**config.mk**
```make
export PLATFORM = sky130hd
export DESIGN_NAME = oal_cell
export DESIGN_NICKNAME = d
export VERILOG_FILES = /design/src/sv/oal_pkg.sv /design/src/sv/oal_cell.sv
export SDC_FILE = /design/constraint.sdc
export NUM_CORES = 1
export LEC_CHECK = 0
export BUFFER_PORTS_ARGS = -buffer_cell sky130_fd_sc_hd__buf_4
export CAP_MARGIN = 10
export CORE_MARGIN = 2
export CORE_UTILIZATION = 35
export CTS_CLUSTER_SIZE = 25
export DETAILED_ROUTE_END_ITERATION = 10
export HOLD_SLACK_MARGIN = 0.15
export PLACE_DENSITY = 0.67
export SLEW_MARGIN = 25
export SYNTH_ARGS = -nofsm -noshare
export SYNTH_HDL_FRONTEND = slang
export SYNTH_SLANG_ARGS = --single-unit
export TNS_END_PERCENT = 1
```
**constraint.sdc**
```tcl
create_clock -name clock -period 6 [get_ports clock]
set_input_delay 0.3 -clock clock [delete_from_list [all_inputs] [get_ports clock]]
set_output_delay 0.3 -clock clock [all_outputs]
set_load 0.03 [all_outputs]
```
**src/sv/oal_pkg.sv**
```systemverilog
package oal_pkg;

   localparam int CAPACITY    = 64;
   localparam int ENTRY_WIDTH = 64;
   localparam int IDX_W       = $clog2(CAPACITY);
   localparam int CNT_W       = $clog2(CAPACITY + 1);
   localparam int POS_W       = 7;
   localparam int CMP_W       = (CNT_W > POS_W) ? CNT_W : POS_W;
   localparam int GRP         = 8;
   localparam int NGRP        = (CAPACITY + GRP - 1) / GRP;

   typedef enum logic [3:0] {
      CMD_INS_FRONT = 4'd0,
      CMD_INS_END   = 4'd1,
      CMD_INS_AT    = 4'd2,
      CMD_GET_FIRST = 4'd3,
      CMD_GET_LAST  = 4'd4,
      CMD_GET_AT    = 4'd5,
      CMD_REM_FIRST = 4'd6,
      CMD_REM_LAST  = 4'd7,
      CMD_REM_AT    = 4'd8
   } cmd_type;

   typedef enum logic [1:0] {
      ST_OK       = 2'd0,
      ST_FULL     = 2'd1,
      ST_NOTFOUND = 2'd2,
      ST_BADPOS   = 2'd3
   } status_type;

   typedef enum logic [1:0] {
      OP_NONE   = 2'd0,
      OP_INSERT = 2'd1,
      OP_REMOVE = 2'd2,
      OP_READ   = 2'd3
   } op_type;

   typedef struct packed {
      op_type                   op;
      logic [IDX_W-1:0]         target;
      logic [ENTRY_WIDTH-1:0]   word;
   } cell_ctl_type;

endpackage

```
**src/sv/oal_cell.sv**
```systemverilog
module oal_cell
   import oal_pkg::*;
(
   input  logic                   clock,
   input  cell_ctl_type           ctl,
   input  logic [IDX_W-1:0]       cell_index,
   input  logic [ENTRY_WIDTH-1:0] lower_data,
   input  logic [ENTRY_WIDTH-1:0] upper_data,
   output logic [ENTRY_WIDTH-1:0] data,
   output logic [ENTRY_WIDTH-1:0] read_data
);

   logic [ENTRY_WIDTH-1:0] data_ff;
   logic [ENTRY_WIDTH-1:0] data_in;

   always_comb begin
      data_in = data_ff;
      case (ctl.op)
         OP_INSERT: begin
            if (cell_index > ctl.target) begin
               data_in = lower_data;
            end else if (cell_index == ctl.target) begin
               data_in = ctl.word;
            end
         end
         OP_REMOVE: begin
            if (cell_index >= ctl.target) begin
               data_in = upper_data;
            end
         end
         default: data_in = data_ff;
      endcase
   end

   always_ff @(posedge clock) begin
      data_ff <= data_in;
   end

   assign data      = data_ff;
   assign read_data = (ctl.op == OP_READ && cell_index == ctl.target) ? data_ff : '0;

endmodule

```
Word-level counts from Yosys, hierarchy flattened
Index checks and enable logic that the tools add are counted.

Equality and inequality tests: 6. Add/sub/neg operators: 0. Bitwise gates (word level): 0. Multipliers: 0. Div/mod/pow operators: 0. Shift-type cells: 0. Muxes and demuxes: 5. Magnitude comparators: 2. Reduce and logical (&&, ||, !) cells: 3.

Operators by type and width (count): 2-to-1 mux 64 bit (4); case mux 64 bit (2 select lines) (1); equality test 6 bit (1); >= comparator 6 bit (1); greater-than comparator 6 bit (1); equality test 2 bit, second input constant (2); inequality test 3 bit, second input constant (1); AND reduction 3 bit (1); equality test 2 x 1 -> 1 bit, second input constant (1); inequality test 2 bit, second input constant (1); nonzero test 2 bit (1); logical AND 1 bit (1).

Memory bits (writable): 0. Bits in latches: 0. Memories: 0. Memory bits (read-only): 0. Input port bits: 207. Register bits after elaboration: 64. Word-level logic and storage cells: 17. Output and inout port bits: 128.

Logic depth before layout (Yosys ltp)
Gate-level depths: netlist of run 1.

Word-level depth: 4. Depth in mapped cells: 9. Depth with buffers taken out: 6.

Worst setup path before layout of run 1
Ideal clock, no wire load.

Kind: input-to-reg. Start point: in ctl[69] (netlist name). End point: reg data_ff[0] (netlist: data[0]), enable pin. Setup time: 522 ps. Stages on the path: 7. Path buffers: 3. Arrival: 4651 ps. Path slack: 827 ps. Required time: 5478 ps. Path through: inv_1 -> ha_1 -> a21oi_1 -> buf_2 -> buf_2 -> buf_2 -> a41oi_1.

Cells in the longest elaborated chain, start to end: 3. Elaborated cells on any way between the ends: 6. Classes of those cells: order compare: 2; eq/ne: 3; reduce/logical: 1.

RTL lines: start: declaration (line oal_cell.sv:5) `input cell_ctl_type ctl,`; greater-than comparator 6 bit (tied with other cells) (line oal_cell.sv:20) `if (cell_index > ctl.target) begin`; inequality test 3 bit (no source line) or inequality test 2 bit (tied branches); AND reduction 3 bit (no source line) *; end signal: assignment (line oal_cell.sv:36) `data_ff <= data_in;`; end: declaration (line oal_cell.sv:13) `logic [ENTRY_WIDTH-1:0] data_ff;`.

Every way passes the cells marked *; elsewhere a longest branch is shown, timed or not. A chain may end at the register's enable or synchronous reset.

Worst setup path after layout of run 1
Start point: in ctl[69] (netlist name). End point: out read_data[41].

Cells in the longest elaborated chain, start to end: 3.

RTL lines: equality test 6 bit (line oal_cell.sv:40) `assign read_data = (ctl.op == OP_READ && cell_index == ctl.target) ? data_ff : '0;`; logical AND 1 bit (line oal_cell.sv:40); 2-to-1 mux 64 bit (line oal_cell.sv:40); end: declaration (line oal_cell.sv:10) `output logic [ENTRY_WIDTH-1:0] read_data`.

Every way passes these cells.

==> results of run 1 <==
## critical path: stages
cell and delay, ns:
buf_4 0.08, inv_1 0.03, ha_1 0.40, and4_4 0.28, and3_4 0.46, buf_12 0.50, and3_1 0.28, buf_4 0.17
## power by group through the flow
stage / combinational (mW) / clock, mW / sequential (mW)
4_1_cts: 0.674 / 0.484 / 0.663
3_3_place_gp: 0.669 / 0 / 0.671
6_report: 0.671 / 0.472 / 0.662
3_5_place_dp: 0.674 / 0 / 0.670
5_1_grt: 0.725 / 0.504 / 0.670
2_1_floorplan: 0.229 / 0 / 0.823
## path summary, 6_finish.rpt
kind	from	end	slack [ns]	depth (start not counted)
setup / recovery	ctl[69]	read_data[41]	3.02	8
hold / removal	upper_data[41]	data[41]	0.29	3
## placed cells by master (no fill, tap or decap), drive strengths merged
cell type | synthesis | final
clkbuf | 49 | 10
edfxtp | 64 | 64
a21oi | 1 | 1
diode | 0 | 1
o21ai | 1 | 1
a311o | 64 | 64
nor2b | 65 | 65
ha | 9 | 9
a41oi | 1 | 1
a21o | 1 | 1
nand3 | 65 | 65
clkinv | 0 | 6
nand4 | 64 | 64
inv | 8 | 8
and3 | 65 | 65
a22oi | 64 | 64
nor2 | 2 | 2
nand2b | 64 | 64
and4 | 1 | 1
buf | 42 | 342
## through the flow
step                power, mW  std cells  cell area [um^2]  setup slack (ns)  hold WS (ns)
global placement         1.34       1097              8090              2.96         0.627
detailed placement       1.34       1097              8090              2.90         0.633
global route             1.90       1113              8350              2.98         0.286
finish                   1.81       1114              8350              3.02         0.289
floorplan                1.05        630              5620             0.827         0.536
CTS                      1.82       1113              8350              3.10         0.272
## area by class of cell
type	instances	area share (%)
Multi-Input combinational cell	467	39.4
Timing Repair Buffer	342	30.9
Sequential cell	64	23.0
Tap cell	216	3.24
Clock buffer	10	2.74
Inverter	8	0.360
Clock inverter	6	0.315
Antenna cell	1	0.0300
## metal layers
layer  GRT usage [%]  vias up
met3            5.21       31
met4            9.70        0
met5               0        -
met2            35.5      279
li1                -     2988
met1            28.8     2899
## cells by family after synthesis
logic type | after synthesis | synth area share [%]
simple gates | 326 | 34.9
compound gates | 132 | 20.5
buf+inv | 99 | 8.43
flops | 64 | 34.2
fa+ha+maj | 9 | 2.00
==> results.py, run 1 <==
metrics = {
    "run_status": {
        "status": "completed",
    },
    "grt": {
        "grt_pass1_vias": 5505,
        "grt_pass1_wl_mm": 29.6,
        "grt_max_degree": 156,
        "grt_use_total_pct": 22.2,
        "grt_overflow_total": 0,
        "antenna_found_initial": 1,
    },
    "layout": {
        "fillers": 1514,
        "drive_gt1_share_pct": 40.4,
        "nets": 1108,
        "multiInputGateArea_mm2": 0.00329,
        "area.growth.synth_to_final_pct": 48.5,
        "largest_reg_flops": 64,
        "fin_util_pct": 53.0,
        "regArea_mm2": 0.00192,
    },
    "setup_path": {
        "end_kind": "output pin",
        "startpoint_type": "input pin",
        "crit_arrival_ns": 2.68,
        "crit_type": "in2out",
        "worstPathMaxFanout": 155,
        "cp.required_ns": 5.70,
    },
    "synth": {
        "synth_seq_area_share_pct": 34.2,
        "synth_top_flop_cell": "edfxtp_1",
        "ys_top_cells_by_count": "nand3_1, nor2b_1",
        "synth_cell_type_count": 23,
        "avgSynthCellArea_um2": 8.93,
        "yosysTopAreaCell": "edfxtp_1",
        "ys_ff_latch": 64,
        "synth_edf_count": 64,
        "synth_nets": 846,
        "synthTopCellsByArea": "edfxtp_1, a311o_1, a22oi_1, nor2b_1, and3_1",
        "yosysWarnings": 0,
        "postSynthCellCount": 630,
        "ys_async_sr_fraction_pct": 0,
        "syn_area_mm2": 0.00562,
        "synth_top_area_share_pct": 34.2,
    },
    "timing": {
        "fin_crit_ns": 2.98,
        "rsz0062_at_grt": "no",
        "fmax_mhz": 336,
        "setup_viol": 0,
        "slew_viol_final": 0,
        "maxSlewHeadroom_pct": 34.4,
        "setup_tns_ns": 0,
        "finalHoldViolCount": 0,
        "finalCritPeriodShare_pct": 49.6,
        "tightest_slew_ns": 0.985,
    },
    "detailed_routing": {
        "wl_per_cell_um": 18.1,
        "drcViolationCount": 0,
        "drt_iter0_drc": 487,
        "drtAntennaViolNets": 0,
        "routed_wl_mm": 20.1,
        "wl_met1_mm": 8.26,
        "via_per_inst": 5.56,
        "dr_total_vias": 6197,
        "met2_length_mm": 9.69,
        "drt-pass1-iter-count": 5,
        "dr.max_layer_used": "met4",
        "wl_met3_mm": 1.66,
    },
    "power_and_ir_drop": {
        "switching_share_pct": 35.3,
        "p_int_mw": 1.17,
        "power_density_mw_per_mm2": 216,
        "vdd_ir_drop_max_uv": 128,
        "p_leak_nw": 3.83,
        "combPwrFrac_pct": 37.2,
        "switching_power_mw": 0.636,
        "power_frac_clock_pct": 26.1,
        "p_seq_share_pct": 36.7,
    },
    "clocking": {
        "cts_buffers": 9,
        "clk_path_buf_depth": 2,
        "hold_buffers": 0,
        "clock-sinks": 64,
        "cts_max_level": 3,
        "clock-root-buffer": "clkbuf_16",
        "post_cts_resized": 0,
        "cts_tree": "done",
        "clk_pin_slew_ns": 0.06,
        "post_cts_buffers": 0,
    },
    "placement": {
        "hpwl_mm": 13.2,
        "port_buffers": 334,
        "gp_congestion": 0.796,
    },
    "floorplan": {
        "coreArea_mm2": 0.0158,
        "ios": 335,
        "placementRows": 46,
        "die_w_um": 131,
        "initial_core_util_pct": 35.7,
        "die_h_um": 131,
        "die-area_mm2": 0.0171,
    },
    "run": {
        "max_cap_violations": 0,
    },
    "hold_path": {
        "hp-class": "in2reg",
    },
}
Power figures use the tool's default switching activity.
==> run 2, diff against run 1 <==
--- a/config.mk
+++ b/config.mk
@@ -5,14 +5,14 @@
 export SDC_FILE = /design/constraint.sdc
 export NUM_CORES = 1
 export LEC_CHECK = 0
+export ABC_AREA = 1
 export BUFFER_PORTS_ARGS = -buffer_cell sky130_fd_sc_hd__buf_4
 export CAP_MARGIN = 10
-export CORE_MARGIN = 2
-export CORE_UTILIZATION = 35
+export CORE_AREA = 2 2 130 132
 export CTS_CLUSTER_SIZE = 25
 export DETAILED_ROUTE_END_ITERATION = 10
+export DIE_AREA = 0 0 132 134
 export HOLD_SLACK_MARGIN = 0.15
-export PLACE_DENSITY = 0.67
 export SLEW_MARGIN = 25
 export SYNTH_ARGS = -nofsm -noshare
 export SYNTH_HDL_FRONTEND = slang
==> constraint.sdc (replaced) <==
create_clock -name clock -period 3 [get_ports clock]
set_input_delay 0.15 -clock clock [delete_from_list [all_inputs] [get_ports clock]]
set_output_delay 0.15 -clock clock [all_outputs]
set_load 0.03 [all_outputs]
==> run 2 against run 1 <==
Effect of this change:
- hold slack worse by 0.13 ns
- synthesized cell count rose by 14%
- core utilization is 0.83 points lower
- total power grew 100%
- final cell count up 19%
- critical path depth increased by 1
- design area rose by 1.7%
- sequential power rose by 100%
- worst setup slack lost 2.2 ns
- non-clock buffer count increased by 68
==> results.py, run 2 <==
metrics = {
    "floorplan": {
        "initial_core_util_pct": 30.6,
        "placementRows": 47,
        "coreArea_mm2": 0.0163,
        "die_w_um": 132,
        "ios": 335,
        "die-area_mm2": 0.0177,
        "die_h_um": 134,
    },
    "setup_path": {
        "cp_slowest_stage_delay_ns": 0.44,
        "worstPathMaxFanout": 34,
        "end_kind": "output pin",
        "critPathTopFamily": "simple AND/OR/NAND/NOR gates",
        "crit_top_cell": "buf_4",
        "crit_arrival_ns": 2.05,
        "crit_type": "in2out",
        "worstPathCellList": "buf_4 -> inv_1 -> ha_1 -> nand2_2 -> nor2_8 -> nand4_4 -> buf_4 -> nor2_1 -> buf_4",
        "cp.required_ns": 2.85,
        "startpoint_type": "input pin",
        "slowest_stage": "nand4_4",
        "critPathBufInv": 4,
    },
    "clocking": {
        "clk_path_buf_depth": 2,
        "cts_max_level": 3,
        "cts_tree": "done",
        "clock-sinks": 64,
        "cts_buffers": 9,
        "post_cts_resized": 0,
        "clock-root-buffer": "clkbuf_16",
        "clk_pin_slew_ns": 0.05,
    },
    "power_and_ir_drop": {
        "combPwrFrac_pct": 38.3,
        "p_seq_share_pct": 36.2,
        "power_frac_clock_pct": 25.5,
        "vdd_ir_drop_max_uv": 323,
        "p_int_mw": 2.35,
        "p_leak_nw": 4.94,
        "power_density_mw_per_mm2": 432,
        "switching_power_mw": 1.32,
        "p_total_mw": 3.67,
        "switching_share_pct": 36.0,
    },
    "layout": {
        "layout_common_cells": "buf_4, inv_1, nand2_1",
        "final_common_cell": "buf_4",
        "area.growth.synth_to_final_pct": 70.3,
        "largest_reg_flops": 64,
        "drive_gt1_share_pct": 36.2,
        "nets": 1316,
        "diodes": 0,
    },
    "timing": {
        "maxSlewHeadroom_pct": 52.3,
        "fin_crit_ns": 2.20,
        "tightest_slew_ns": 0.714,
        "finalCritPeriodShare_pct": 73.3,
        "fmax_mhz": 455,
        "finalHoldViolCount": 0,
        "setup_viol": 0,
        "setup_tns_ns": 0,
        "slew_viol_final": 0,
        "rsz0062_at_grt": "no",
    },
    "grt": {
        "grt_max_degree": 36,
        "grt_overflow_total": 0,
        "antenna_found_initial": 0,
        "grt_use_total_pct": 20.3,
        "grt_pass1_wl_mm": 28.3,
        "grt_pass1_vias": 5635,
    },
    "placement": {
        "hpwl_mm": 13.5,
        "port_buffers": 334,
        "gp_congestion": 0.805,
    },
    "synth": {
        "synth_cell_type_count": 21,
        "postSynthCellCount": 718,
        "syn_area_mm2": 0.00499,
        "ys_ff_latch": 64,
        "avgSynthCellArea_um2": 6.95,
        "synth_seq_area_share_pct": 38.5,
        "yosysTopAreaCell": "edfxtp_1",
        "synth_edf_count": 64,
        "ys_async_sr_fraction_pct": 0,
        "synth_nets": 934,
        "ys_top_cells_by_count": "inv_1, nand2_1, nand3_1, nor2_1, edfxtp_1",
        "synthTopCellsByArea": "edfxtp_1, inv_1, nand2_1, nand3_1, nand3_2",
        "synth_top_flop_cell": "edfxtp_1",
        "synth_most_common_cell": "inv_1",
        "yosysWarnings": 0,
        "synth_top_area_share_pct": 38.5,
    },
    "run": {
        "max_cap_violations": 0,
    },
    "detailed_routing": {
        "wl_per_cell_um": 13.9,
        "drtAntennaViolNets": 0,
        "drcViolationCount": 0,
        "routed_wl_mm": 18.4,
        "drt_iter0_drc": 217,
        "dr_total_vias": 5612,
        "via_per_inst": 4.24,
        "drt-pass1-iter-count": 4,
    },
    "hold_path": {
        "hp-class": "in2reg",
    },
    "run_status": {
        "status": "completed",
    },
}
## run 2: cell count changes after synthesis, moves of 33 or more
| cell | change |
|---|---|
| nand3_1 | +33 |
| nand2_1 | +198 |
| inv_1 | +196 |
| nand4_1 | -64 |
| and3_1 | -64 |
| a311o_1 | -64 |
| nor2_1 | +64 |
| a22oi_1 | -64 |
| nor2b_1 | -65 |
| nand2b_1 | -64 |
## run 2: metal layers
layer	vias to the layer above	wire length, um	global-route usage (%)
li1	2885	-	-
met1	2469	7070	22.1
met2	237	9570	38.6
met3	21	1440	5.03
met4	0	331	6.64
met5	-	0	0
## run 2: final timing paths
path | start | endpoint | slack, ns | cells after the start
hold / removal | upper_data[12] | data[12] | 0.16 | 3
setup / recovery | ctl[69] | read_data[5] | 0.80 | 9
## run 2: kinds of logic after synthesis
kind of cell / synth area share (%)
buffers and inverters: 21.3
flip-flops: 38.5
AO/OA/AOI/OAI: 0.276
AND/OR/NAND/NOR: 37.7
adder cells (fa/ha/maj): 2.26
## run 2: area by class of cell
| cell class | instances | area [um^2] |
|---|---|---|
| Clock buffer | 10 | 229 |
| Inverter | 205 | 769 |
| Tap cell | 220 | 275 |
| Sequential cell | 64 | 1920 |
| Clock inverter | 5 | 25.0 |
| Multi-Input combinational cell | 410 | 2020 |
| Fill cell | 1617 | 7800 |
| Timing Repair Buffer | 410 | 3250 |
## run 2: timing repair
| item | CTS | global route |
|---|---|---|
| setup buffers | 0 | 0 |
| hold buffers | 63 | 0 |
| hold endpoints to repair | 63 | 0 |
## run 2: through the flow
stage | hold slack (ns) | cell area [um^2] | utilization, % | worst slack [ns] | cells
finish | 0.164 | 8490 | 52.1 | 0.802 | 1324
global route | 0.164 | 8490 | 52.1 | 0.581 | 1324
CTS | 0.150 | 8490 | 52.1 | 0.771 | 1324
detailed placement | 0.421 | 7610 | 46.7 | 0.774 | 1246
global placement | 0.420 | 7610 | 46.7 | 0.823 | 1246
floorplan | 0.332 | 4990 | - | 0.441 | 718
## run 2: power by group through the flow
stage / logic (mW) / registers, mW / clock network, mW
global placement: 1.33 / 1.35 / 0
CTS: 1.42 / 1.33 / 0.968
global route: 1.53 / 1.34 / 0.994
detailed placement: 1.35 / 1.34 / 0
floorplan: 0.475 / 1.63 / 0
finish: 1.41 / 1.33 / 0.934
