$ cat src/sv/oal_pkg.sv
package oal_pkg;

   localparam int CAPACITY    = 64;
   localparam int ENTRY_WIDTH = 64;
   localparam int IDX_W       = $clog2(CAPACITY);
   localparam int CNT_W       = $clog2(CAPACITY + 1);
   localparam int POS_W       = 7;
   localparam int CMP_W       = (CNT_W > POS_W) ? CNT_W : POS_W;
   localparam int GRP         = 8;
   localparam int NGRP        = (CAPACITY + GRP - 1) / GRP;

   typedef enum logic [3:0] {
      CMD_INS_FRONT = 4'd0,
      CMD_INS_END   = 4'd1,
      CMD_INS_AT    = 4'd2,
      CMD_GET_FIRST = 4'd3,
      CMD_GET_LAST  = 4'd4,
      CMD_GET_AT    = 4'd5,
      CMD_REM_FIRST = 4'd6,
      CMD_REM_LAST  = 4'd7,
      CMD_REM_AT    = 4'd8
   } cmd_type;

   typedef enum logic [1:0] {
      ST_OK       = 2'd0,
      ST_FULL     = 2'd1,
      ST_NOTFOUND = 2'd2,
      ST_BADPOS   = 2'd3
   } status_type;

   typedef enum logic [1:0] {
      OP_NONE   = 2'd0,
      OP_INSERT = 2'd1,
      OP_REMOVE = 2'd2,
      OP_READ   = 2'd3
   } op_type;

   typedef struct packed {
      op_type                   op;
      logic [IDX_W-1:0]         target;
      logic [ENTRY_WIDTH-1:0]   word;
   } cell_ctl_type;

endpackage

$ cat src/sv/oal_ctrl.sv
module oal_ctrl
   import oal_pkg::*;
(
   input  logic                   clock,
   input  logic                   reset,
   input  logic                   req_valid,
   output logic                   req_ready,
   input  logic [3:0]             req_command,
   input  logic [6:0]             req_position,
   input  logic [63:0]            req_entry_word,
   output logic                   rsp_valid,
   input  logic                   rsp_ready,
   output logic [1:0]             rsp_status,
   output logic [63:0]            rsp_read_word,
   output logic [6:0]             rsp_entry_count,
   output logic                   rsp_is_empty,
   output logic                   rsp_is_full,
   input  logic [ENTRY_WIDTH-1:0] gather_word,
   output cell_ctl_type           cell_ctl
);

   typedef enum logic [3:0] {
      S_IDLE   = 4'b0001,
      S_EXEC   = 4'b0010,
      S_GATHER = 4'b0100,
      S_RESP   = 4'b1000
   } state_type;

   state_type            state_ff, state_in;
   logic [CNT_W-1:0]     used_ff, used_in;
   status_type           status_ff, status_in;
   cell_ctl_type         ctl_ff, ctl_in;
   logic [63:0]          read_word_ff;
   logic [CMP_W-1:0]     pos_x, used_x;
   logic                 full, empty, accept;

   assign accept = req_valid && req_ready;
   assign pos_x  = CMP_W'(req_position);
   assign used_x = CMP_W'(used_ff);
   assign full   = (used_ff == CNT_W'(CAPACITY));
   assign empty  = (used_ff == '0);

   always_comb begin
      used_in     = used_ff;
      status_in   = ST_OK;
      ctl_in.op     = OP_NONE;
      ctl_in.target = '0;
      ctl_in.word   = ENTRY_WIDTH'(req_entry_word);
      unique case (req_command) inside
         CMD_INS_FRONT, CMD_INS_END, CMD_INS_AT: begin
            if (full) begin
               status_in = ST_FULL;
            end else if (req_command == CMD_INS_AT && pos_x > used_x) begin
               status_in = ST_BADPOS;
            end else begin
               ctl_in.op = OP_INSERT;
               used_in   = used_ff + 1'b1;
               if (req_command == CMD_INS_END) begin
                  ctl_in.target = IDX_W'(used_ff);
               end else if (req_command == CMD_INS_AT) begin
                  ctl_in.target = IDX_W'(req_position);
               end
            end
         end
         CMD_GET_FIRST, CMD_GET_LAST, CMD_GET_AT,
         CMD_REM_FIRST, CMD_REM_LAST, CMD_REM_AT: begin
            if (empty) begin
               status_in = ST_NOTFOUND;
            end else if ((req_command == CMD_GET_AT || req_command == CMD_REM_AT)
                         && pos_x >= used_x) begin
               status_in = ST_NOTFOUND;
            end else begin
               if (req_command == CMD_GET_FIRST || req_command == CMD_GET_LAST ||
                   req_command == CMD_GET_AT) begin
                  ctl_in.op = OP_READ;
               end else begin
                  ctl_in.op = OP_REMOVE;
                  used_in   = used_ff - 1'b1;
               end
               if (req_command == CMD_GET_LAST || req_command == CMD_REM_LAST) begin
                  ctl_in.target = IDX_W'(used_ff - 1'b1);
               end else if (req_command == CMD_GET_AT || req_command == CMD_REM_AT) begin
                  ctl_in.target = IDX_W'(req_position);
               end
            end
         end
         default: status_in = ST_NOTFOUND;
      endcase
   end

   always_comb begin
      state_in = state_ff;
      unique case (state_ff)
         S_IDLE:   if (accept) state_in = S_EXEC;
         S_EXEC:   state_in = S_GATHER;
         S_GATHER: state_in = S_RESP;
         S_RESP:   if (rsp_ready) state_in = S_IDLE;
         default:  state_in = S_IDLE;
      endcase
   end

   always_ff @(posedge clock) begin
      if (reset) begin
         state_ff <= S_IDLE;
         used_ff  <= '0;
      end else begin
         state_ff <= state_in;
         if (accept) begin
            used_ff <= used_in;
         end
      end
   end

   always_ff @(posedge clock) begin
      if (accept) begin
         status_ff <= status_in;
         ctl_ff    <= ctl_in;
      end
      if (state_ff == S_GATHER) begin
         read_word_ff <= 64'(gather_word);
      end
   end

   assign req_ready       = (state_ff == S_IDLE);
   assign rsp_valid       = (state_ff == S_RESP);
   assign rsp_status      = status_ff;
   assign rsp_read_word   = read_word_ff;
   assign rsp_entry_count = 7'(used_ff);
   assign rsp_is_empty    = (used_ff == '0);
   assign rsp_is_full     = (used_ff == CNT_W'(CAPACITY));

   always_comb begin
      cell_ctl    = ctl_ff;
      if (state_ff != S_EXEC) begin
         cell_ctl.op = OP_NONE;
      end
   end

endmodule
$ cat config.mk
export PLATFORM = sky130hd
export DESIGN_NAME = oal_ctrl
export DESIGN_NICKNAME = d
export VERILOG_FILES = /design/src/sv/oal_pkg.sv /design/src/sv/oal_ctrl.sv
export SDC_FILE = /design/constraint.sdc
export NUM_CORES = 1
export LEC_CHECK = 0
export BUFFER_PORTS_ARGS = -buffer_cell sky130_fd_sc_hd__buf_2
export CAP_MARGIN = 20
export CORE_UTILIZATION = 40
export DETAILED_ROUTE_END_ITERATION = 8
export GPL_ROUTABILITY_DRIVEN = 0
export PLACE_DENSITY_LB_ADDON = 0.15
export REMOVE_ABC_BUFFERS = 1
export SYNTH_ARGS = -nofsm -noshare
export SYNTH_HDL_FRONTEND = slang
export SYNTH_SLANG_ARGS = --single-unit
$ cat constraint.sdc
create_clock -name clock -period 9.75 [get_ports clock]
set_input_delay 0.975 -clock clock [delete_from_list [all_inputs] [get_ports clock]]
set_output_delay 0.975 -clock clock [all_outputs]
set_load 0.05 [all_outputs]
## Word level (Yosys, flattened, before mapping)

Index checks and enable logic that the tools add are counted.

- Output and inout bits: 149
- Flip-flop bits (word level): 149
- Logic and storage cells: 71
- Input port bits: 143

- $add $sub $neg: 2
- Reductions and logical operators: 14
- $lt $le $gt $ge: 2
- Eq/ne operators: 21
- Mux-type cells: 25

Operators with widths:

| cell | count |
|---|---|
| 2-to-1 mux 7 bit | 6 |
| 2-to-1 mux 6 bit | 4 |
| 2-to-1 mux 8 bit | 3 |
| equality test 4 x 3 -> 1 bit (second input constant) | 5 |
| one-hot mux 4 bit (4 select lines) | 1 |
| one-hot mux 8 bit (2 select lines) | 1 |
| one-hot mux 7 bit (2 select lines) | 1 |
| equality test 4 x 2 -> 1 bit (second input constant) | 3 |
| 2-to-1 mux 2 bit | 5 |
| != test 2 bit (second input constant) | 5 |
| equality test 4 x 1 -> 1 bit (second input constant) | 2 |
| equality test 4 bit (second input constant) | 2 |
| 2-to-1 mux 4 bit | 2 |
| adder 7 x 1 -> 7 bit (second input constant) | 1 |
| equality test 7 bit (second input constant) | 1 |
| greater-or-equal comparator 7 bit | 1 |
| greater-than comparator 7 bit | 1 |
| logical NOT 7 bit | 1 |
| AND reduction 7 bit | 1 |
| subtractor 7 x 1 -> 7 bit (second input constant) | 1 |
| OR reduction 6 bit | 1 |
| logical NOT 4 bit | 1 |
| logical OR 1 bit | 4 |
| != test 2 x 1 -> 1 bit (second input constant) | 2 |
| 7 further kinds | 9 |

## Depth between registers and ports, before layout

Gate-level depths: netlist (run 1).

- Depth after elaboration: 7
- Mapped depth: 10
- Gate-level depth less buffers: 8

## Worst setup path before layout (run 1)

No wires, ideal clock.

- Path type: register -> register
- From: register state_ff[2]
- To: register read_word_ff[0], in the netlist rsp_read_word[0], enable pin
- Buffers on the path: 0
- Setup slack: 1885 ps
- Arrival time: 7191 ps
- Required time: 9077 ps
- Period minus slack after synthesis: 7865 ps
- Stages on the path, launching flop included: 2
- Library setup time: 673 ps
- Cell sequence: dfxtp_1 -> nor4b_1

- Cells in the longest elaborated chain, start to end: 1

RTL lines:

| element | RTL line | source |
|---|---|---|
| start, declared | oal_ctrl.sv:29 | `state_type state_ff, state_in;` |
| start signal, assigned | oal_ctrl.sv:107 | `state_ff <= state_in;` |
| equality test 4 x 3 -> 1 bit | oal_ctrl.sv:119 | `if (state_ff == S_GATHER) begin` |
| end signal, assigned | oal_ctrl.sv:120 | `read_word_ff <= 64'(gather_word);` |
| end, declared | oal_ctrl.sv:33 | `logic [63:0] read_word_ff;` |

No other way between the ends.
A chain may end at the register's enable or synchronous reset.

## Worst setup path in the final report (run 1)

- From: register used_ff[2], in the netlist rsp_entry_count[2]
- To: output port rsp_is_full

- Cells in the longest elaborated chain, start to end: 1

RTL lines:

| element | RTL line | source |
|---|---|---|
| start, declared | oal_ctrl.sv:30 | `logic [CNT_W-1:0] used_ff, used_in;` |
| start signal, assigned | oal_ctrl.sv:109 | `used_ff <= used_in;` |
| equality test 7 bit | oal_ctrl.sv:130 | `assign rsp_is_full = (used_ff == CNT_W'(CAPACITY));` |
| end, declared | oal_ctrl.sv:17 | `output logic rsp_is_full,` |

No other way between the ends.

==> impl_results.md, run 1 <==
* Hold Path Depth at 2
* Top_reg_cell synth: edfxtp_1
* Worst slew pin tran at 1.02 ns
* Port bufs at 291
* Initial antenna violation count at 1
* Multi-input gate area at 975 um^2
* Setup CP Type: flop to output pin
* Die footprint at 0.0154 mm^2
* Critical Path Source Type: flop
* First-pass GRT wire length at 19.6 mm
* Starting Density at 0.410
* Largest net degree at the start of global routing at 77
* Final core occ at 0.525
* Global-route usage over all layers at 0.179
* Fin crit share at 0.304
* Aggregate negative setup slack at 0 ns
* Routed vias/inst at 4.77
* DR iter-0 viols at 228
* Clock Latency Late Sink at 0.41 ns
* Synth top area share at 0.695
* Vias in the first global route at 3594
* Boundary pin count at 292
* Die W at 124 um
* Drc violations at 0
* Yosys cell types at 45
* Arr. time, crit path at 1.99 ns
* Vias at 3855
* Top cells by area, synth: edfxtp_1, buf_4, dfxtp_1
* Placed Instances at 776
* TritonCTS clock tree: done
* Postcts setup bufs at 0
* Type of the worst min-delay path: flop to flop
* Worst Reg2Reg Path Length in Cells at 6
* Synthesized area at 0.00596 mm^2
* Clk root buf: clkbuf_16
* Congestion Overflow GR at 0
* Sequential Area at 0.00436 mm^2
* Pwr Density at 206 mW/mm^2
* Clk pwr share at 0.379
* VDD IR max at 110 uV
* Rows at 44
* Total power at 1.57 mW
* Synthesized instance count at 381
* # hold bufs at CTS at 0
* Max Cap Viol at 0
* Post-synth EDFFs at 138
* Area grow syn2layout at 27.9%
* Pre-CTS setup slack at 6.56 ns
* NumNets Final at 765
* Cell taking the most area after synthesis: edfxtp_1
* Worst Setup SP: rsp_entry_count[2]$_SDFFE_PP0P_
* Worst-path maximum fanout at 11
* Synth Warn # at 0
* Crit path setup slack, layout at 6.78 ns
* Share of cells above drive strength 1 at 0.521
* Critical Path Sink Type: output pin
* Worst Skew at 0.00775 ns
* Avg WL per Cell at 17.9 um
* Min-Delay Startpoint: rsp_entry_count[5]$_SDFFE_PP0P_
* Combinational share of power at 0.146
* Clk sinks at 149
* Int Pwr at 1.14 mW
* Die height at 124 um
* DR pass1 iterations at 4
* Core area at 0.0145 mm^2
* Final Hold Fails at 0
* HPWL after DPL at 11.0 mm
* Most frequent cell after synthesis: edfxtp_1
* Async SR Flop Fraction at 0
* Inserted Clock Buffers at 17
* Final Max Tran Viols at 0
* Fmax at 337 MHz
* Routed wire length at 14.5 mm
* Worst reg2reg startpoint: state_ff[1]$_SDFFE_PP0P_
* Status: complete, no violations
* Clock buffer depth at 2
* Fill cell count at 1278
* Minimum clock period at 2.97 ns
* P_sw at 0.426 mW
* Non-filler cells, final at 808
* Pleak at 3.13 nW
* Mean Syn Cell Area at 15.6 um^2
* # resized after CTS at 0
* Final setup vio count at 0
* CTS clock-pin slew for the worst setup and hold paths at 0.06 ns
* Post-synth top cells: edfxtp_1, buf_4, a22oi_1
* Post-route ant nets at 0
* H-tree depth at 4
* Switching Fraction at 0.271
* RSZ-0062 raised after global routing: false
* Register area share after synthesis at 0.732
* Crit path required time at 8.78 ns
* Register share of total power at 0.475
* Slew margin rel. at 0.317
* ANT cells at 0
* Number of synthesized register bits at 149
[cell type report]
type / count / share of cell area
Clock inverter: 13 / 0.0139
Inverter: 13 / 0.00640
Clock buffer: 18 / 0.0563
Multi-Input combinational cell: 138 / 0.128
Sequential cell: 149 / 0.572
Timing Repair Buffer: 293 / 0.193
Tap cell: 184 / 0.0302
[cells by family (layout without fill, tap and decap cells)]
family,count (synthesis),count (layout),synth area share
adders and majority gates,10,10,0.0210
xor gates and xnor gates,6,6,0.00881
buffers and inverters,94,337,0.106
AOI/OAI and AO/OA,58,58,0.0674
DFF,149,149,0.732
and+or+nand+nor,64,64,0.0653
[placed cells by master (no fill, tap or decap), types with 2 or more instances in the layout]
cell          n
a211o_1       2
a21oi_1      13
a22oi_1      14
a31oi_1       2
and2_1        6
and3_1        2
buf_2       291
buf_4         2
clkbuf_16    17
clkinv_1      4
clkinvlp_4    4
dfxtp_1      11
edfxtp_1    138
ha_1         10
inv_1        13
inv_6         3
nand2_1       5
nand3_1       2
nand3b_1      2
nor2_1       13
nor2b_1       8
nor3_1        5
nor3b_1       3
nor4_1        2
nor4b_1       4
o21ai_0      10
o22ai_1       6
or3_1         5
xnor2_1       5
[path summary, 6_finish.rpt]
kind                                                        end  slack (ns)
worst max-delay path                                rsp_is_full        6.78
worst min register to register  rsp_entry_count[5]$_SDFFE_PP0P_        0.55
worst max register to register  rsp_entry_count[4]$_SDFFE_PP0P_        6.88
worst min-delay path            rsp_entry_count[5]$_SDFFE_PP0P_        0.55
[stage by stage]
step           hold slack (ns)  cell area, um^2
2_1_floorplan            0.585             5380
3_3_place_gp             0.530             7080
3_5_place_dp             0.541             7080
4_1_cts                  0.552             7620
5_1_grt                  0.590             7620
6_report                 0.550             7620
[worst max-delay path: stages, from the launching register on]
cell and delay (ns):
dfxtp_1 0.42, nor4_1 0.51, and2_1 0.22, nand2_1 0.09, inv_1 0.08, buf_2 0.25
[state kept, by name, indices dropped and copies added (netlist names)]
signal / cells
cell_ctl: 70
rsp_read_word: 64
rsp_entry_count: 7
state_ff: 4
ctl_ff: 2
rsp_status: 2
[metal layers]
layer,share of wire,up-vias,global-route usage
met5,0,-,0
met3,0.090,18,0.0719
li1,-,1812,-
met2,0.52,180,0.309
met1,0.37,1845,0.199
met4,0.015,0,0.0588
[power groups by stage]
stage	logic, mW	registers, mW	clock network, mW
after floorplan	0.0595	0.852	0
after global placement	0.226	0.759	0
after detailed placement	0.230	0.760	0
after CTS	0.230	0.747	0.610
after global routing	0.243	0.749	0.639
final	0.229	0.746	0.594
Note: power is estimated with default switching activity, not from simulation.
==> run 2: changes to the inputs <==
Clock period 9.75 ns to 2.4 ns, I/O delays scaled along.
==> impl_results.md, run 2 (synthesized netlist as in run 1, its figures left out) <==
* RR Endpoint: ctl_ff[70]$_DFFE_PP_
* Vias in the first global route at 4257 (+18%)
* Largest net degree at the start of global routing at 76 (-1.3%)
* Clk sinks at 149 (unchanged)
* Max FFs per register at 70 (unchanged)
* CP max stage cell: or4_4
* Aggregate negative setup slack at 0 ns (unchanged)
* Crit path depth at 7 (+2)
* Worst Hold End: rsp_read_word[59]$_DFFE_PN_
* Final setup vio count at 0 (unchanged)
* Worst Reg2Reg Path Length in Cells at 7 (+1)
* Sequential Area at 0.00436 mm^2 (unchanged)
* Worst-path cell chain: inv_1 -> ha_1 -> a211o_1 -> a21oi_1 -> nor2_1 -> or4_4 -> o21ai_0
* RSZ-0062 raised after global routing: false
* H-tree depth at 4 (unchanged)
* Congestion Overflow GR at 0 (unchanged)
* Fmax at 449 MHz
* Final Hold Fails at 0 (unchanged)
* Worst slew pin tran at 0.595 ns (-0.428 ns)
* Share of cells above drive strength 1 at 0.450 (-0.0704)
* Critical Path Source Type: flop
* Minimum clock period at 2.23 ns
* Total power at 6.98 mW (+340%)
* Post-route cell area at 0.00915 mm^2 (+20%)
* CTS clock-pin slew for the worst setup and hold paths at 0.06 ns (about the same)
* Slew margin rel. at 0.602 (+0.284)
* Min-Delay Startpoint: gather_word[59]
* Crit path largest cell delay at 0.54 ns (+0.03 ns)
* CP top delay family: compound AO/OA/AOI/OAI gates
* Clock Latency Late Sink at 0.42 ns (about the same)
* TritonCTS clock tree: done
* WP buf/inv at 1 (-1)
* Hold Path Depth at 1 (-1)
* Routed wire length at 16.1 mm (+11%)
* Routed vias/inst at 4.64 (-2.8%)
* Arr. time, crit path at 2.48 ns (+0.49 ns)
* Starting Density at 0.410 (unchanged)
* Clk root buf: clkbuf_16
* Fill cell count at 1131 (-12%)
* Area grow syn2layout at 53.4%
* Fin crit share at 0.928
* Postcts setup bufs at 0 (unchanged)
* Global-route usage over all layers at 0.199 (+0.0209)
* Critical Path Sink Type: flop
* Drc violations at 0 (unchanged)
* Worst Skew at 0.0101 ns (+0.00236 ns)
* Rows at 44 (unchanged)
* Vias at 4404 (+14%)
* Boundary pin count at 292 (unchanged)
* Placed inst area at 0.00722 mm^2 (+1.9%)
* Die footprint at 0.0154 mm^2 (unchanged)
* Die height at 124 um (unchanged)
* Crit path required time at 2.65 ns (-6.13 ns)
* Pwr Density at 763 mW/mm^2 (+270%)
* Initial antenna violation count at 0 (-1)
* ANT cells at 0 (unchanged)
* Die W at 124 um (unchanged)
* Core area at 0.0145 mm^2 (unchanged)
* Type of the worst min-delay path: input pin to flop
* Setup CP Type: flop to flop
* NumNets Final at 906 (+18%)
* HPWL after DPL at 11.2 mm (+1.7%)
* Reg-to-reg slack, setup at 0.17 ns (-6.71 ns)
* Max Cap Viol at 0 (unchanged)
* Multi-input gate area at 996 um^2 (+2.2%)
* Clock buffer depth at 2 (unchanged)
* Inserted Clock Buffers at 17 (unchanged)
* Final Max Tran Viols at 0 (unchanged)
* Commonest non-fill, non-tap cell in the layout: buf_2
* Pleak at 3.79 nW (+21%)
* First-pass GRT wire length at 22.0 mm (+12%)
* DR iter-0 viols at 236 (+3.5%)
* Worst-path maximum fanout at 8 (-3)
* Status: complete, no violations
* Avg WL per Cell at 16.9 um (-5.5%)
* Post-route ant nets at 0 (unchanged)
* DR pass1 iterations at 4 (unchanged)
* Most frequent cells in the layout: buf_2, edfxtp_1, dlygate4sd3_1
* VDD IR max at 555 uV (+410%)
* Port bufs at 291 (unchanged)
* Worst reg2reg startpoint: rsp_entry_count[1]$_SDFFE_PP0P_
[run 2: cell types whose count changed in the layout (fill, tap and decap cells not counted), moves of 3 or more]
cell	change
buf_4	+12
clkinvlp_4	-3
clkinv_1	-4
clkinv_4	+5
bufinv_16	+3
dlygate4sd3_1	+127
[run 2: area by class of cell]
| cell class | count | share of cell area |
|---|---|---|
| sequential | 149 | 0.477 |
| timing repair buffer | 434 | 0.314 |
| multi-input combinational | 138 | 0.109 |
| clock buffer | 19 | 0.0473 |
| tap | 184 | 0.0252 |
| clock inverter | 13 | 0.0220 |
| inverter | 13 | 0.00534 |
[run 2: stage by stage]
stage	util	hold WS, ns	setup slack (ns)	std cells
floorplan	-	0.309	-5.46	300
global placement	0.497	0.417	0.0718	791
detailed placement	0.497	0.418	0.0279	791
CTS	0.628	0.000460	0.0736	950
global route	0.629	0.00634	0.00214	950
finish	0.629	0.0201	0.173	950
[run 2: what timing repair did]
action                                  in CTS  in global routing
endpoints found under the setup margin       0                 13
hold endpoints to repair                   127                  0
hold buffers                               127                  0
resized for setup                            0                  3
[run 2: layer usage]
metal | up-vias | GRT usage | routed length (um)
li1 | 2093 | - | -
met4 | 0 | 0.0990 | 354
met5 | - | 0 | 0
met2 | 179 | 0.350 | 8530
met1 | 2108 | 0.222 | 6140
met3 | 24 | 0.0527 | 1060
[run 2: how the worst max path moves through the flow]
stage	from	slack (ns)	end
final	rsp_entry_count[1]$_SDFFE_PP0P_	0.17	ctl_ff[70]$_DFFE_PP_
after global routing	rsp_entry_count[5]$_SDFFE_PP0P_	0.002	rsp_entry_count[3]$_SDFFE_PP0P_
after global placement	req_position[0]	0.07	cell_ctl[66]$_DFFE_PP_
after CTS	rsp_entry_count[1]$_SDFFE_PP0P_	0.07	ctl_ff[70]$_DFFE_PP_
after floorplan	state_ff[2]$_SDFFE_PP0P_	-5.46	rsp_read_word[0]$_DFFE_PN_
after detailed placement	req_position[0]	0.03	ctl_ff[70]$_DFFE_PP_
[run 2: where the power goes]
part           internal, mW  switching (mW)
combinational         0.409           0.738
sequential             2.99          0.0369
clock                  1.76            1.06
==> run 3: changes to the inputs <==
==> constraint.sdc (replaced) <==
create_clock -name clock -period 2.4 [get_ports clock]
set_input_delay 0.48 -clock clock [delete_from_list [all_inputs] [get_ports clock]]
set_output_delay 0.48 -clock clock [all_outputs]
set_load 0.05 [all_outputs]
==> impl_results.md, run 3 (synthesized netlist as in run 1, its figures left out) <==
* Worst Skew at 0.00731 ns (-0.00281 ns)
* Share of cells above drive strength 1 at 0.544 (+0.0937)
* TritonCTS clock tree: done
* Boundary pin count at 292 (unchanged)
* Final core occ at 0.544 (-0.0851)
* DR pass1 iterations at 4 (unchanged)
* Max Cap Viol at 0 (unchanged)
* Crit path depth at 6 (-1)
* Avg WL per Cell at 17.6 um (+4.1%)
* Final Max Tran Viols at 0 (unchanged)
* Setup CP Type: flop to output pin
* Total power at 6.65 mW (-4.8%)
* Postcts setup bufs at 0 (unchanged)
* Arr. time, crit path at 1.80 ns (-0.68 ns)
* Final Hold Fails at 0 (unchanged)
* H-tree depth at 4 (unchanged)
* Clock buffer depth at 2 (unchanged)
* WP buf/inv at 3 (+2)
* Minimum clock period at 2.28 ns (+0.0497 ns)
* Pwr Density at 841 mW/mm^2 (+10%)
* Status: complete, no violations
* Die height at 124 um (unchanged)
* Drc violations at 0 (unchanged)
* First-pass GRT wire length at 19.6 mm (-11%)
* Hold Path Depth at 1 (unchanged)
* Inserted Clock Buffers at 17 (unchanged)
* Critical Path Sink Type: output pin
* Slew margin rel. at 0.635 (+0.0334)
* Post-route cell area at 0.00791 mm^2 (-14%)
* Worst Setup SP: rsp_entry_count[3]$_SDFFE_PP0P_
* Placed inst area at 0.00728 mm^2 (+0.83%)
* Most frequent cells in the layout: buf_2, edfxtp_1, buf_4
* Core area at 0.0145 mm^2 (unchanged)
* Starting Density at 0.410 (unchanged)
* Max FFs per register at 70 (unchanged)
* Vias at 3970 (-9.9%)
* CTS clock-pin slew for the worst setup and hold paths at 0.06 ns (about the same)
* Fmax at 439 MHz (-2.2%)
* CP max stage cell: nor4_4
* Global-route usage over all layers at 0.178 (-0.0210)
* Pre-CTS setup slack at -0.203 ns (-0.231 ns)
* Critical Path Source Type: flop
* Crit path setup slack, layout at 0.124 ns (-0.0497 ns)
* DR iter-0 viols at 237 (+0.42%)
* Worst-path maximum fanout at 7 (-1)
* Routed vias/inst at 4.78 (+3.1%)
* NumNets Final at 787 (-13%)
* Non-filler cells, final at 831 (-13%)
* Initial antenna violation count at 1 (+1)
* HPWL after DPL at 11.4 mm (+2.1%)
* Rows at 44 (unchanged)
* Crit path largest cell delay at 0.34 ns (-0.20 ns)
* VDD IR max at 540 uV (-2.6%)
* Hold Slack at 0.239 ns (+0.218 ns)
* Worst reg2reg startpoint: rsp_entry_count[0]$_SDFFE_PP0P_
* Clk root buf: clkbuf_16
* Largest net degree at the start of global routing at 76 (unchanged)
* Clock Latency Late Sink at 0.41 ns (about the same)
* Aggregate negative setup slack at 0 ns (unchanged)
* Vias in the first global route at 3721 (-13%)
* Congestion Overflow GR at 0 (unchanged)
* Worst-path cell chain: buf_4 -> nor4_4 -> and2_1 -> nand2_1 -> inv_1 -> clkbuf_4
* Die W at 124 um (unchanged)
* Min-Delay Startpoint: req_entry_word[10]
* Fin crit share at 0.948 (+0.0207)
* Placed Instances at 799 (+1.0%)
* Routed wire length at 14.6 mm (-8.9%)
* Area grow syn2layout at 32.7%
* Commonest non-fill, non-tap cell in the layout: buf_2
* Type of the worst min-delay path: input pin to flop
* CP top delay family: simple AND/OR/NAND/NOR gates
* Crit path required time at 1.92 ns (-0.73 ns)
* Fill cell count at 1257 (+11%)
* Post-route ant nets at 0 (unchanged)
* RSZ-0062 raised after global routing: false
* Clk sinks at 149 (unchanged)
* Final setup vio count at 0 (unchanged)
* Pleak at 3.29 nW (-13%)
* Worst slew pin tran at 0.546 ns (-0.0499 ns)
* Port bufs at 291 (unchanged)
* Worst Reg2Reg Path Length in Cells at 7 (unchanged)
* Die footprint at 0.0154 mm^2 (unchanged)
* ANT cells at 0 (unchanged)
==> run 3: changes by cell type in the layout (fill, tap and decap cells not counted), moves of 2 or more <==
cell,previous run,this run
buf_2,291,289
buf_4,14,23
clkinv_1,0,2
clkinv_2,1,3
clkinv_4,5,1
dlygate4sd3_1,127,0
==> run 3: what timing repair did <==
item                       in CTS  in global routing
setup endpoints to repair       2                 14
hold buffers                    0                  0
pin swaps                       0                  1
gates resized for setup         3                  5
==> run 3: area by class of cell <==
cell class,instances,area (um^2),share of cell area
clock buffer,19,433,0.0547
clock inverter,13,156,0.0198
inverter,13,48.8,0.00617
multi-input combinational,138,1010,0.128
sequential,149,4360,0.552
tap,184,230,0.0291
timing repair buffer,315,1670,0.211
==> run 3: path summary, 6_finish.rpt <==
kind,endpoint,slack [ns]
min reg2reg,rsp_entry_count[1]$_SDFFE_PP0P_,0.62
min,cell_ctl[10]$_DFFE_PP_,0.24
max,rsp_is_full,0.12
max reg2reg,cell_ctl[67]$_DFFE_PP_,0.20
==> run 3: layer usage <==
layer,global-route usage,wire length [um],up-vias
li1,-,-,1865
met1,0.198,5320,1914
met2,0.317,7860,179
met5,0,0,-
met4,0.0528,153,0
met3,0.0668,1320,12
==> run 3: power breakdown <==
group	total (mW)	internal [mW]	switching [mW]
clock network	2.63	1.63	1.00
logic	0.993	0.287	0.706
registers	3.02	2.99	0.0342
total	6.65	4.91	1.74
